===== config.mk =====
export PLATFORM = sky130hd
export DESIGN_NAME = swept_box_collision_time_flat
export DESIGN_NICKNAME = d
export VERILOG_FILES = /design/src/sv/sbct_pkg.sv /design/src/sv/sbct_item_if.sv /design/src/sv/sbct_result_if.sv /design/src/sv/swept_box_collision_time.sv /design/src/sv/sbct_ctrl.sv /design/src/sv/sbct_dpath.sv /design/src/flat_wrapper.sv
export SDC_FILE = /design/constraint.sdc
export NUM_CORES = 2
export LEC_CHECK = 0
export ABC_AREA = 1
export ABC_CLOCK_PERIOD_IN_PS = 26200
export BUFFER_PORTS_ARGS = -buffer_cell sky130_fd_sc_hd__buf_4
export CORE_MARGIN = 5
export CORE_UTILIZATION = 64
export CTS_CLUSTER_DIAMETER = 30
export CTS_CLUSTER_SIZE = 24
export DETAILED_ROUTE_END_ITERATION = 7
export PLACE_DENSITY = 0.82
export SLEW_MARGIN = 40
export SYNTH_ARGS = -nofsm -noshare
export SYNTH_HDL_FRONTEND = slang
export SYNTH_SLANG_ARGS = --single-unit

===== constraint.sdc =====
create_clock -name clk_i -period 26.2 [get_ports clk_i]
set_clock_uncertainty 0.05 [all_clocks]
set_input_delay 1.31 -clock clk_i [delete_from_list [all_inputs] [get_ports clk_i]]
set_output_delay 1.31 -clock clk_i [all_outputs]
set_load 0.02 [all_outputs]

===== src/sv/sbct_pkg.sv =====
package sbct_pkg;

  // field widths of the channels
  localparam int unsigned AXIS_W = 2;
  localparam int unsigned POS_W  = 32;
  localparam int unsigned HALF_W = 31;
  localparam int unsigned ET_W   = 17;
  localparam int unsigned NZ_W   = 16;

  // configuration port
  localparam int unsigned CFG_IDX_W  = 1;
  localparam int unsigned CFG_DATA_W = NZ_W;

  typedef enum logic [CFG_IDX_W-1:0] {
    REG_PLANAR_MODE = 1'b0,
    REG_NEAR_ZERO   = 1'b1
  } cfg_reg_e;

  // axis codes
  localparam logic [AXIS_W-1:0] AXIS_Z    = 2'd2;
  localparam logic [AXIS_W-1:0] AXIS_NONE = 2'd3;

  // internal arithmetic widths
  localparam int unsigned EXT_W  = HALF_W + 2;  // sum of both half extents
  localparam int unsigned DIFF_W = POS_W + 1;   // motion of one box
  localparam int unsigned SLAB_W = POS_W + 3;   // slab edges, signed
  localparam int unsigned DIR_W  = POS_W + 3;   // relative direction, signed
  localparam int unsigned NUM_W  = POS_W + 4;   // edge minus start, signed
  localparam int unsigned MAG_W  = POS_W + 2;   // magnitudes of both

  // controller to datapath
  typedef struct packed {
    logic capture;
    logic prep;
    logic slab;
    logic numer;
    logic load;
    logic div_step;
    logic sat;
    logic order;
    logic update;
    logic result;
  } cmd_t;

  // datapath to controller
  typedef struct packed {
    logic ignored;
    logic no_motion;
    logic last;
    logic out_free;
  } status_t;

endpackage


===== src/sv/sbct_item_if.sv =====
interface sbct_item_if;
  import sbct_pkg::*;

  logic                     valid;
  logic                     ready;
  logic [AXIS_W-1:0]        axis_index;
  logic signed [POS_W-1:0]  start_a;
  logic signed [POS_W-1:0]  end_a;
  logic signed [POS_W-1:0]  start_b;
  logic signed [POS_W-1:0]  end_b;
  logic [HALF_W-1:0]        half_size_a;
  logic [HALF_W-1:0]        half_size_b;
  logic                     last_axis;

  modport source (
    output valid, axis_index, start_a, end_a, start_b, end_b,
           half_size_a, half_size_b, last_axis,
    input  ready
  );

  modport sink (
    input  valid, axis_index, start_a, end_a, start_b, end_b,
           half_size_a, half_size_b, last_axis,
    output ready
  );

endinterface


===== src/sv/sbct_result_if.sv =====
interface sbct_result_if;
  import sbct_pkg::*;

  logic              valid;
  logic              ready;
  logic              hit;
  logic [ET_W-1:0]   entry_time;
  logic [AXIS_W-1:0] hit_axis;

  modport source (
    output valid, hit, entry_time, hit_axis,
    input  ready
  );

  modport sink (
    input  valid, hit, entry_time, hit_axis,
    output ready
  );

endinterface


===== src/sv/swept_box_collision_time.sv =====
// channel   modport  transfer when        payload
// item_i    sink     valid && ready      axis_index, start_a/b, end_a/b, half_size_a/b,
//                                        last_axis
// result_o  source   valid && ready      hit, entry_time, hit_axis
// cfg       write    cfg_we_i            cfg_index_i, cfg_data_i
//
// an item with motion passes prep, slab, numerator, load, the divider, saturate, order and
// update before the next ready; the two radix-2 divider lanes give one quotient bit each per
// cycle over a 34 + FRAC_BITS bit dividend
// an item with no motion skips the divider, an ignored axis also the slab setup; the last
// item of a pair then waits in a result state to load the result register
// reset is asynchronous and active low; planar_mode resets to 0, near_zero to 16
// a result waiting in the output register holds the pair's last item only; the
// next item is taken while the result is still unread
module swept_box_collision_time #(
  parameter int unsigned FRAC_BITS  = 16,
  parameter int unsigned TIME_WIDTH = 48
) (
  input  logic                              clk_i,
  input  logic                              rst_ni,
  sbct_item_if.sink                         item_i,
  sbct_result_if.source                     result_o,
  input  logic                              cfg_we_i,
  input  logic [sbct_pkg::CFG_IDX_W-1:0]    cfg_index_i,
  input  logic [sbct_pkg::CFG_DATA_W-1:0]   cfg_data_i
);
  import sbct_pkg::*;

  localparam int unsigned DIV_STEPS = MAG_W + FRAC_BITS;

  logic            planar_mode_q;
  logic [NZ_W-1:0] near_zero_q;
  cmd_t            cmd;
  status_t         stat;
  logic            in_ready;

  // configuration registers
  always_ff @(posedge clk_i or negedge rst_ni) begin
    if (!rst_ni) begin
      planar_mode_q <= 1'b0;
      near_zero_q   <= NZ_W'(16);
    end else if (cfg_we_i) begin
      unique case (cfg_reg_e'(cfg_index_i))
        REG_PLANAR_MODE: planar_mode_q <= cfg_data_i[0];
        REG_NEAR_ZERO:   near_zero_q   <= cfg_data_i[NZ_W-1:0];
        default: ;
      endcase
    end
  end

  // sequencer
  sbct_ctrl #(
    .DIV_STEPS (DIV_STEPS)
  ) u_ctrl (
    .clk_i      (clk_i),
    .rst_ni     (rst_ni),
    .in_valid_i (item_i.valid),
    .in_ready_o (in_ready),
    .stat_i     (stat),
    .cmd_o      (cmd)
  );

  assign item_i.ready = in_ready;

  // slab arithmetic, dividers and tracking
  sbct_dpath #(
    .FRAC_BITS  (FRAC_BITS),
    .TIME_WIDTH (TIME_WIDTH)
  ) u_dpath (
    .clk_i            (clk_i),
    .rst_ni           (rst_ni),
    .cmd_i            (cmd),
    .stat_o           (stat),
    .planar_mode_i    (planar_mode_q),
    .near_zero_i      (near_zero_q),
    .axis_index_i     (item_i.axis_index),
    .start_a_i        (item_i.start_a),
    .end_a_i          (item_i.end_a),
    .start_b_i        (item_i.start_b),
    .end_b_i          (item_i.end_b),
    .half_size_a_i    (item_i.half_size_a),
    .half_size_b_i    (item_i.half_size_b),
    .last_axis_i      (item_i.last_axis),
    .out_valid_o      (result_o.valid),
    .out_ready_i      (result_o.ready),
    .out_hit_o        (result_o.hit),
    .out_entry_time_o (result_o.entry_time),
    .out_hit_axis_o   (result_o.hit_axis)
  );

endmodule


===== src/sv/sbct_ctrl.sv =====
module sbct_ctrl #(
  parameter int unsigned DIV_STEPS = 50
) (
  input  logic              clk_i,
  input  logic              rst_ni,
  input  logic              in_valid_i,
  output logic              in_ready_o,
  input  sbct_pkg::status_t stat_i,
  output sbct_pkg::cmd_t    cmd_o
);
  import sbct_pkg::*;

  localparam int unsigned CNT_W = $clog2(DIV_STEPS);
  localparam logic [CNT_W-1:0] CNT_LAST = CNT_W'(DIV_STEPS - 1);

  typedef enum logic [9:0] {
    ST_IDLE   = 10'b00_0000_0001,
    ST_PREP   = 10'b00_0000_0010,
    ST_SLAB   = 10'b00_0000_0100,
    ST_NUMER  = 10'b00_0000_1000,
    ST_LOAD   = 10'b00_0001_0000,
    ST_DIV    = 10'b00_0010_0000,
    ST_SAT    = 10'b00_0100_0000,
    ST_ORDER  = 10'b00_1000_0000,
    ST_UPDATE = 10'b01_0000_0000,
    ST_RESULT = 10'b10_0000_0000
  } state_e;

  state_e           state_q, state_d;
  logic [CNT_W-1:0] cnt_q, cnt_d;

  // next state and iteration count
  always_comb begin
    state_d = state_q;
    cnt_d   = cnt_q;
    unique case (state_q)
      ST_IDLE: begin
        if (in_valid_i) state_d = ST_PREP;
      end
      ST_PREP: begin
        state_d = stat_i.ignored ? ST_UPDATE : ST_SLAB;
      end
      ST_SLAB:  state_d = ST_NUMER;
      ST_NUMER: state_d = ST_LOAD;
      ST_LOAD: begin
        cnt_d   = '0;
        state_d = stat_i.no_motion ? ST_UPDATE : ST_DIV;
      end
      ST_DIV: begin
        cnt_d = cnt_q + CNT_W'(1);
        if (cnt_q == CNT_LAST) state_d = ST_SAT;
      end
      ST_SAT:   state_d = ST_ORDER;
      ST_ORDER: state_d = ST_UPDATE;
      ST_UPDATE: begin
        state_d = stat_i.last ? ST_RESULT : ST_IDLE;
      end
      ST_RESULT: begin
        if (stat_i.out_free) state_d = ST_IDLE;
      end
      default: state_d = ST_IDLE;
    endcase
  end

  always_ff @(posedge clk_i or negedge rst_ni) begin
    if (!rst_ni) begin
      state_q <= ST_IDLE;
      cnt_q   <= '0;
    end else begin
      state_q <= state_d;
      cnt_q   <= cnt_d;
    end
  end

  // command decode
  assign in_ready_o       = (state_q == ST_IDLE);
  assign cmd_o.capture    = (state_q == ST_IDLE) && in_valid_i;
  assign cmd_o.prep       = (state_q == ST_PREP);
  assign cmd_o.slab       = (state_q == ST_SLAB);
  assign cmd_o.numer      = (state_q == ST_NUMER);
  assign cmd_o.load       = (state_q == ST_LOAD);
  assign cmd_o.div_step   = (state_q == ST_DIV);
  assign cmd_o.sat        = (state_q == ST_SAT);
  assign cmd_o.order      = (state_q == ST_ORDER);
  assign cmd_o.update     = (state_q == ST_UPDATE);
  assign cmd_o.result     = (state_q == ST_RESULT) && stat_i.out_free;

`ifndef ASSERT_OFF
  // divider runs for exactly the configured number of steps
  assert property (@(posedge clk_i) disable iff (!rst_ni)
    state_q == ST_DIV && cnt_q == CNT_LAST |=> state_q == ST_SAT)
    else $error("divider did not finish after its last step");

  // saturation only follows the divider
  assert property (@(posedge clk_i) disable iff (!rst_ni)
    state_q == ST_SAT |-> $past(state_q == ST_DIV))
    else $error("saturation entered without a division");

  // a pending result waits for the output register
  assert property (@(posedge clk_i) disable iff (!rst_ni)
    state_q == ST_RESULT && !stat_i.out_free |=> state_q == ST_RESULT)
    else $error("result dropped while output was occupied");
`endif

endmodule


===== src/sv/sbct_dpath.sv =====
module sbct_dpath #(
  parameter int unsigned FRAC_BITS  = 16,
  parameter int unsigned TIME_WIDTH = 48
) (
  input  logic                              clk_i,
  input  logic                              rst_ni,
  input  sbct_pkg::cmd_t                    cmd_i,
  output sbct_pkg::status_t                 stat_o,
  input  logic                              planar_mode_i,
  input  logic [sbct_pkg::NZ_W-1:0]         near_zero_i,
  input  logic [sbct_pkg::AXIS_W-1:0]       axis_index_i,
  input  logic signed [sbct_pkg::POS_W-1:0] start_a_i,
  input  logic signed [sbct_pkg::POS_W-1:0] end_a_i,
  input  logic signed [sbct_pkg::POS_W-1:0] start_b_i,
  input  logic signed [sbct_pkg::POS_W-1:0] end_b_i,
  input  logic [sbct_pkg::HALF_W-1:0]       half_size_a_i,
  input  logic [sbct_pkg::HALF_W-1:0]       half_size_b_i,
  input  logic                              last_axis_i,
  output logic                              out_valid_o,
  input  logic                              out_ready_i,
  output logic                              out_hit_o,
  output logic [sbct_pkg::ET_W-1:0]         out_entry_time_o,
  output logic [sbct_pkg::AXIS_W-1:0]       out_hit_axis_o
);
  import sbct_pkg::*;

  localparam int unsigned TW    = TIME_WIDTH;
  localparam int unsigned DVD_W = MAG_W + FRAC_BITS;
  localparam int unsigned QX_W  = ((DVD_W > TW) ? DVD_W : TW) + 1;
  localparam int unsigned SH_R  = (FRAC_BITS >= 16) ? FRAC_BITS - 16 : 0;
  localparam int unsigned SH_L  = (FRAC_BITS < 16) ? 16 - FRAC_BITS : 0;

  localparam logic signed [TW-1:0] T_MAX = {1'b0, {(TW-1){1'b1}}};
  localparam logic signed [TW-1:0] T_MIN = {1'b1, {(TW-1){1'b0}}};
  localparam logic signed [TW-1:0] T_ONE =
    {{(TW-FRAC_BITS-1){1'b0}}, 1'b1, {FRAC_BITS{1'b0}}};
  localparam logic [QX_W-1:0] QX_MAX = QX_W'({1'b0, {(TW-1){1'b1}}});
  localparam logic [QX_W-1:0] QX_MIN_MAG = QX_MAX + QX_W'(1);

  // captured item
  logic [AXIS_W-1:0]       axis_q;
  logic signed [POS_W-1:0] sa_q, ea_q, sb_q, eb_q;
  logic [HALF_W-1:0]       ha_q, hb_q;
  logic                    last_q, ign_q;

  // slab setup
  logic [EXT_W-1:0]         ext_q;
  logic signed [DIFF_W-1:0] da_q, db_q;
  logic signed [SLAB_W-1:0] left_q, right_q;
  logic signed [DIR_W-1:0]  dir_q;
  logic signed [NUM_W-1:0]  num_q [2];
  logic [MAG_W-1:0]         dmag_q;
  logic                     dir_neg_q, outside_q, nz_q;
  logic                     no_motion;

  // divider lanes, one for each slab edge
  logic [DVD_W-1:0]  dvd_q [2];
  logic [DVD_W-1:0]  dvd_d [2];
  logic [MAG_W-1:0]  rem_q [2];
  logic [MAG_W-1:0]  rem_d [2];
  logic [MAG_W:0]    trial [2];
  logic [MAG_W:0]    diff  [2];
  logic              take  [2];
  logic              neg_q [2];

  // saturated times
  logic [QX_W-1:0]      qx    [2];
  logic [QX_W-1:0]      qx_n  [2];
  logic signed [TW-1:0] t_d   [2];
  logic signed [TW-1:0] t_q   [2];
  logic signed [TW-1:0] tin_q, tout_q;

  // tracking across the axes of a pair
  logic signed [TW-1:0] latest_q, earliest_q;
  logic [AXIS_W-1:0]    entry_axis_q;
  logic                 slab_missed_q, any_motion_q;

  // result
  logic                 hit_w;
  logic signed [TW-1:0] e_clamp;
  logic [TW-1:0]        et_w;
  logic                 out_valid_q, hit_q;
  logic [ET_W-1:0]      et_q;
  logic [AXIS_W-1:0]    hit_axis_q;

  function automatic logic [MAG_W-1:0] num_mag(input logic signed [NUM_W-1:0] v);
    logic signed [NUM_W-1:0] n;
    n = v[NUM_W-1] ? -v : v;
    return n[MAG_W-1:0];
  endfunction

  function automatic logic [MAG_W-1:0] dir_mag(input logic signed [DIR_W-1:0] v);
    logic signed [DIR_W-1:0] n;
    n = v[DIR_W-1] ? -v : v;
    return n[MAG_W-1:0];
  endfunction

  // motion below the threshold or none at all
  assign no_motion = (dmag_q == '0) || (dmag_q < MAG_W'(near_zero_i));

  // one restoring step for each lane, shared divisor
  always_comb begin
    for (int l = 0; l < 2; l++) begin
      trial[l] = {rem_q[l], dvd_q[l][DVD_W-1]};
      diff[l]  = trial[l] - {1'b0, dmag_q};
      take[l]  = (trial[l] >= {1'b0, dmag_q});
      rem_d[l] = take[l] ? diff[l][MAG_W-1:0] : trial[l][MAG_W-1:0];
      dvd_d[l] = {dvd_q[l][DVD_W-2:0], take[l]};
    end
  end

  // apply sign and saturate to the time range
  always_comb begin
    for (int l = 0; l < 2; l++) begin
      qx[l]   = QX_W'(dvd_q[l]);
      qx_n[l] = QX_W'(0) - qx[l];
      if (neg_q[l]) begin
        t_d[l] = (qx[l] > QX_MIN_MAG) ? T_MIN : qx_n[l][TW-1:0];
      end else begin
        t_d[l] = (qx[l] > QX_MAX) ? T_MAX : qx[l][TW-1:0];
      end
    end
  end

  // result of the pair
  assign hit_w = !slab_missed_q && any_motion_q && (latest_q <= earliest_q) &&
                 (earliest_q >= 0) && (latest_q <= T_ONE);
  assign e_clamp = latest_q[TW-1] ? '0 : latest_q;
  assign et_w    = (TW'(e_clamp) >> SH_R) << SH_L;

  // item, setup, divider, time and result registers
  always_ff @(posedge clk_i) begin
    if (cmd_i.capture) begin
      axis_q <= axis_index_i;
      sa_q   <= start_a_i;
      ea_q   <= end_a_i;
      sb_q   <= start_b_i;
      eb_q   <= end_b_i;
      ha_q   <= half_size_a_i;
      hb_q   <= half_size_b_i;
      last_q <= last_axis_i;
      ign_q  <= (axis_index_i == AXIS_NONE) ||
                ((axis_index_i == AXIS_Z) && planar_mode_i);
    end
    if (cmd_i.prep) begin
      ext_q <= EXT_W'(ha_q) + EXT_W'(hb_q);
      da_q  <= DIFF_W'(ea_q) - DIFF_W'(sa_q);
      db_q  <= DIFF_W'(eb_q) - DIFF_W'(sb_q);
    end
    if (cmd_i.slab) begin
      left_q  <= SLAB_W'(sa_q) - SLAB_W'($signed({1'b0, ext_q}));
      right_q <= SLAB_W'(sa_q) + SLAB_W'($signed({1'b0, ext_q}));
      dir_q   <= DIR_W'(db_q) - DIR_W'(da_q);
    end
    if (cmd_i.numer) begin
      num_q[0]  <= NUM_W'(left_q) - NUM_W'(sb_q);
      num_q[1]  <= NUM_W'(right_q) - NUM_W'(sb_q);
      dmag_q    <= dir_mag(dir_q);
      dir_neg_q <= dir_q[DIR_W-1];
      outside_q <= (SLAB_W'(sb_q) < left_q) || (SLAB_W'(sb_q) > right_q);
    end
    if (cmd_i.load) begin
      nz_q <= no_motion;
      for (int l = 0; l < 2; l++) begin
        dvd_q[l] <= {num_mag(num_q[l]), {FRAC_BITS{1'b0}}};
        rem_q[l] <= '0;
        neg_q[l] <= num_q[l][NUM_W-1] ^ dir_neg_q;
      end
    end else if (cmd_i.div_step) begin
      for (int l = 0; l < 2; l++) begin
        dvd_q[l] <= dvd_d[l];
        rem_q[l] <= rem_d[l];
      end
    end
    if (cmd_i.sat) begin
      t_q[0] <= t_d[0];
      t_q[1] <= t_d[1];
    end
    if (cmd_i.order) begin
      tin_q  <= (t_q[0] < t_q[1]) ? t_q[0] : t_q[1];
      tout_q <= (t_q[0] < t_q[1]) ? t_q[1] : t_q[0];
    end
    if (cmd_i.result) begin
      hit_q      <= hit_w;
      et_q       <= hit_w ? et_w[ET_W-1:0] : '0;
      hit_axis_q <= hit_w ? entry_axis_q : '0;
    end
  end

  // tracking state and output valid
  always_ff @(posedge clk_i or negedge rst_ni) begin
    if (!rst_ni) begin
      latest_q      <= T_MIN;
      earliest_q    <= T_MAX;
      entry_axis_q  <= '0;
      slab_missed_q <= 1'b0;
      any_motion_q  <= 1'b0;
      out_valid_q   <= 1'b0;
    end else begin
      if (cmd_i.update && !ign_q) begin
        if (nz_q) begin
          if (outside_q) slab_missed_q <= 1'b1;
        end else begin
          any_motion_q <= 1'b1;
          if ((tin_q > latest_q) || ((tin_q == latest_q) && (axis_q < entry_axis_q))) begin
            latest_q     <= tin_q;
            entry_axis_q <= axis_q;
          end
          if (tout_q < earliest_q) earliest_q <= tout_q;
        end
      end else if (cmd_i.result) begin
        latest_q      <= T_MIN;
        earliest_q    <= T_MAX;
        entry_axis_q  <= '0;
        slab_missed_q <= 1'b0;
        any_motion_q  <= 1'b0;
      end
      if (cmd_i.result) begin
        out_valid_q <= 1'b1;
      end else if (out_ready_i) begin
        out_valid_q <= 1'b0;
      end
    end
  end

  assign stat_o.ignored   = ign_q;
  assign stat_o.no_motion = no_motion;
  assign stat_o.last      = last_q;
  assign stat_o.out_free  = !out_valid_q || out_ready_i;

  assign out_valid_o      = out_valid_q;
  assign out_hit_o        = hit_q;
  assign out_entry_time_o = et_q;
  assign out_hit_axis_o   = hit_axis_q;

`ifndef ASSERT_OFF
  // a miss reports zero time and axis
  assert property (@(posedge clk_i) disable iff (!rst_ni)
    out_valid_q && !hit_q |-> et_q == '0 && hit_axis_q == '0)
    else $error("miss with nonzero time or axis");

  // a reported entry time never passes one full step
  assert property (@(posedge clk_i) disable iff (!rst_ni)
    out_valid_q |-> et_q <= ET_W'(65536))
    else $error("entry time above one step");

  // tracking starts over after a result is loaded into the output register
  assert property (@(posedge clk_i) disable iff (!rst_ni)
    cmd_i.result |=> !any_motion_q && !slab_missed_q && latest_q == T_MIN &&
                     earliest_q == T_MAX)
    else $error("tracking not cleared after result");
`endif

endmodule


===== src/flat_wrapper.sv =====
// flat-port wrapper written by rule: the top's interface ports become plain ports
module swept_box_collision_time_flat import sbct_pkg::*;
#(
  parameter int unsigned FRAC_BITS  = 16,
  parameter int unsigned TIME_WIDTH = 48
)
  (clk_i, rst_ni, cfg_we_i, cfg_index_i, cfg_data_i, item_i_valid, item_i_axis_index, item_i_start_a, item_i_end_a, item_i_start_b, item_i_end_b, item_i_half_size_a, item_i_half_size_b, item_i_last_axis, item_i_ready, result_o_valid, result_o_hit, result_o_entry_time, result_o_hit_axis, result_o_ready);
  sbct_item_if item_i_i ();
  sbct_result_if result_o_i ();
  input  logic clk_i;
  input  logic rst_ni;
  input  logic cfg_we_i;
  input  logic [sbct_pkg::CFG_IDX_W-1:0] cfg_index_i;
  input  logic [sbct_pkg::CFG_DATA_W-1:0] cfg_data_i;
  input wire logic [$bits(item_i_i.valid)-1:0] item_i_valid;
  input wire logic [$bits(item_i_i.axis_index)-1:0] item_i_axis_index;
  input wire logic [$bits(item_i_i.start_a)-1:0] item_i_start_a;
  input wire logic [$bits(item_i_i.end_a)-1:0] item_i_end_a;
  input wire logic [$bits(item_i_i.start_b)-1:0] item_i_start_b;
  input wire logic [$bits(item_i_i.end_b)-1:0] item_i_end_b;
  input wire logic [$bits(item_i_i.half_size_a)-1:0] item_i_half_size_a;
  input wire logic [$bits(item_i_i.half_size_b)-1:0] item_i_half_size_b;
  input wire logic [$bits(item_i_i.last_axis)-1:0] item_i_last_axis;
  output wire logic [$bits(item_i_i.ready)-1:0] item_i_ready;
  output wire logic [$bits(result_o_i.valid)-1:0] result_o_valid;
  output wire logic [$bits(result_o_i.hit)-1:0] result_o_hit;
  output wire logic [$bits(result_o_i.entry_time)-1:0] result_o_entry_time;
  output wire logic [$bits(result_o_i.hit_axis)-1:0] result_o_hit_axis;
  input wire logic [$bits(result_o_i.ready)-1:0] result_o_ready;
  assign item_i_i.valid = item_i_valid;
  assign item_i_i.axis_index = item_i_axis_index;
  assign item_i_i.start_a = item_i_start_a;
  assign item_i_i.end_a = item_i_end_a;
  assign item_i_i.start_b = item_i_start_b;
  assign item_i_i.end_b = item_i_end_b;
  assign item_i_i.half_size_a = item_i_half_size_a;
  assign item_i_i.half_size_b = item_i_half_size_b;
  assign item_i_i.last_axis = item_i_last_axis;
  assign item_i_ready = item_i_i.ready;
  assign result_o_valid = result_o_i.valid;
  assign result_o_hit = result_o_i.hit;
  assign result_o_entry_time = result_o_i.entry_time;
  assign result_o_hit_axis = result_o_i.hit_axis;
  assign result_o_i.ready = result_o_ready;
  swept_box_collision_time #(.FRAC_BITS(FRAC_BITS), .TIME_WIDTH(TIME_WIDTH)) u_core (.clk_i(clk_i), .rst_ni(rst_ni), .item_i(item_i_i), .result_o(result_o_i), .cfg_we_i(cfg_we_i), .cfg_index_i(cfg_index_i), .cfg_data_i(cfg_data_i));
endmodule

==> results.cfg <==
[outcome]
status = completed

[final_layout]
synthToLayoutAreaGrowth_pct = 15.68
layout.cells.most_common = nand2_1
nFillCells = 7461
diodes = 0
final_nets = 8890
fin_cells = 9679
layout_common_cells = nand2_1, inv_1, edfxtp_1
drive_gt1_share_pct = 8.784

[cts]
clkSinkCount = 1017
root_buffer = clkbuf_16
clockBufferDepth = 3
ctsHoldBuffers = 0
cts_tree = done
cts-buffers-inserted = 204
htree_levels = 4
cts-resized-gates = 0
cts_setup_buffers = 0
worstSkewPairLatency_ns = 0.81
clk_pin_slew_worst_paths_ns = 0.05

[floorplanning]
die_y_um = 332.4
fp.dieW_um = 332.4
io_pins = 237
core_area_um2 = 103300
die_area_um2 = 110500
rows = 118
start_util_pct = 64.36

[pwr]
ir_drop_v = 0.00009837
p_per_area_nw_per_um2 = 93.34
total_leakage_power_uw = 0.03384

[hold_path]
holdCritPathClass = in2async

[global_route]
grt_max_degree = 100
track_usage_pct = 33.32
grt_pass1_wl_um = 293300
grt_pass1_vias = 55130
gr-total-overflow = 0
antenna_found_initial = 3

[logic_synthesis]
synth_flop_cell = edfxtp_1
ys_seq_area_share_pct = 45.00
synthesis.area_um2 = 66520
yosys.area_share.simple_pct = 20.16
synth_fp_nets = 8584
synth_edf_count = 883
synth_top_family_by_area = simple AND/OR/NAND/NOR gates
syn_area_per_cell_um2 = 8.513
synth.area.mux_share_pct = 0
synth_warnings = 0
ys_seq_elements = 1017
synthCells = 7814
synth_compound_area_share_pct = 11.27
async_reset_ff_share_pct = 13.18
synth_xor_area_share_pct = 5.741
yosys.area_share.adder_pct = 10.55
synth_cell_type_count = 57

[place]
place.gp.congestion = 1.037
hpwl_um = 145200
placedCellCount = 9292
portBuffers = 236

[critical_path]
crit_path_start_kind = flop
reg2reg_slack_ns = 22.12
worst-path-buf-inv = 2
end_kind = flop
path_cells = ha_1, nand2_1, nor2_1, nand2_1, nor3_1, and3_1, nand2_1, nand3_2, buf_6, nand2_2, buf_4, nand2_1, nand2_1
critPathArrivalTime_ns = 4.57
crit_start = u_core.u_dpath.t_q[0][47]
r2r-start = u_core.u_dpath.t_q[0][47]
critPathMaxFanout = 95
slowest_stage = buf_6
critPathKind = reg2reg
critPathRequiredTime_ns = 26.69
crit_family = simple AND/OR/NAND/NOR gates
max_stage_delay_ns = 0.52
critPathMostFrequentCell = nand2_1

[timing]
hold_violations = 0
tns_ns = 0
drv_slew = 0
rsz0062_at_grt = no
setup_viol = 0
max_freq_mhz = 245.1
relSlewSlack_pct = 42.74
min_period_ns = 4.080
tightest_slew_ns = 0.8579
finalCritPeriodShare_pct = 15.57

[drt]
post_drt_via_cell_ratio = 5.829
vias = 56420
postRouteAntennaNets = 0
drc = 0
drtIter0Drc = 5410
dr.pass1.iters = 6
drt_wl_total_um = 188500
wl_per_cell_um = 19.48

[run]
cap_violations = 0
[flip-flops by register name (all words and copies together), names as in the netlist, 48 cells and up]
register	flops
u_core.u_dpath.t_q	96
u_core.u_dpath.rem_q	68
u_core.u_dpath.latest_q	48
u_core.u_dpath.tout_q	48
u_core.u_dpath.earliest_q	48
u_core.u_dpath.dvd_q	100
u_core.u_dpath.num_q	69
u_core.u_dpath.tin_q	48
[path summary, 6_finish.rpt]
path | to | depth (start not counted)
max | u_core.u_dpath.tin_q[26] | 13
min | u_core.u_dpath.latest_q[11] | 1
max reg2reg | u_core.u_dpath.tin_q[26] | 13
min reg2reg | u_core.u_dpath.any_motion_q | 2
max in group asynchronous | u_core.near_zero_q[7] | 2
min in group clk_i | u_core.u_dpath.any_motion_q | 2
[kinds of logic after synthesis]
kind of cell | count (synthesis)
buf+inv | 1273
flops | 1017
compound gates | 1351
simple gates | 3182
fa+ha+maj | 555
xor+xnor | 436
[final cells by class]
class	count	area (um^2)	area share [%]
Inverter	1098	4124	5.359
Multi-Input combinational cell	5524	31830	41.36
Tap cell	1380	1727	2.244
Sequential cell	1017	29930	38.90
Timing Repair Buffer	275	2150	2.793
Clock buffer	216	5150	6.692
Clock inverter	169	2043	2.655
[cells in the mapped netlist (115+ instances only)]
| cell | number | share of area [%] |
|---|---|---|
| nor3_1 | 115 | 0.87 |
| nand2_1 | 1529 | 8.6 |
| edfxtp_1 | 883 | 40 |
| ha_1 | 545 | 10 |
| a21oi_1 | 549 | 4.1 |
| nor2_1 | 784 | 4.4 |
| nand3_1 | 497 | 3.7 |
| xnor2_1 | 128 | 1.7 |
| o21ai_0 | 503 | 3.8 |
| inv_1 | 1089 | 6.1 |
| xor2_1 | 308 | 4.1 |
| nand4_1 | 162 | 1.5 |
[where the power goes]
group	internal, uW	total (uW)	switching, uW
Clock	1720	2650	935
Combinational	755	2250	1490
Sequential	2140	2280	142
[per-layer routing]
layer,part of all wire [%],up-vias,routed length [um],GRT usage (%)
met5,0.018,-,33,0
met4,7.2,4,13580,21.15
met3,6.5,552,12310,5.275
met2,48,2350,89870,56.15
met1,39,26300,72750,40.19
li1,-,27210,-,-
[per-stage QoR]
stage	hold WS [ns]	instance area [um^2]	utilization [%]	total power, uW	worst slack [ns]
CTS	0.3655	76880	74.39	7172	22.00
finish	0.3820	76950	74.46	7183	22.12
global route	0.4033	76950	74.46	7572	21.89
detailed placement	0.4183	69690	67.43	4489	21.59
global placement	0.4135	69620	67.36	4415	21.64
floorplan	0.3764	66520	-	3898	5.180
Power figures use the tool's default switching activity.
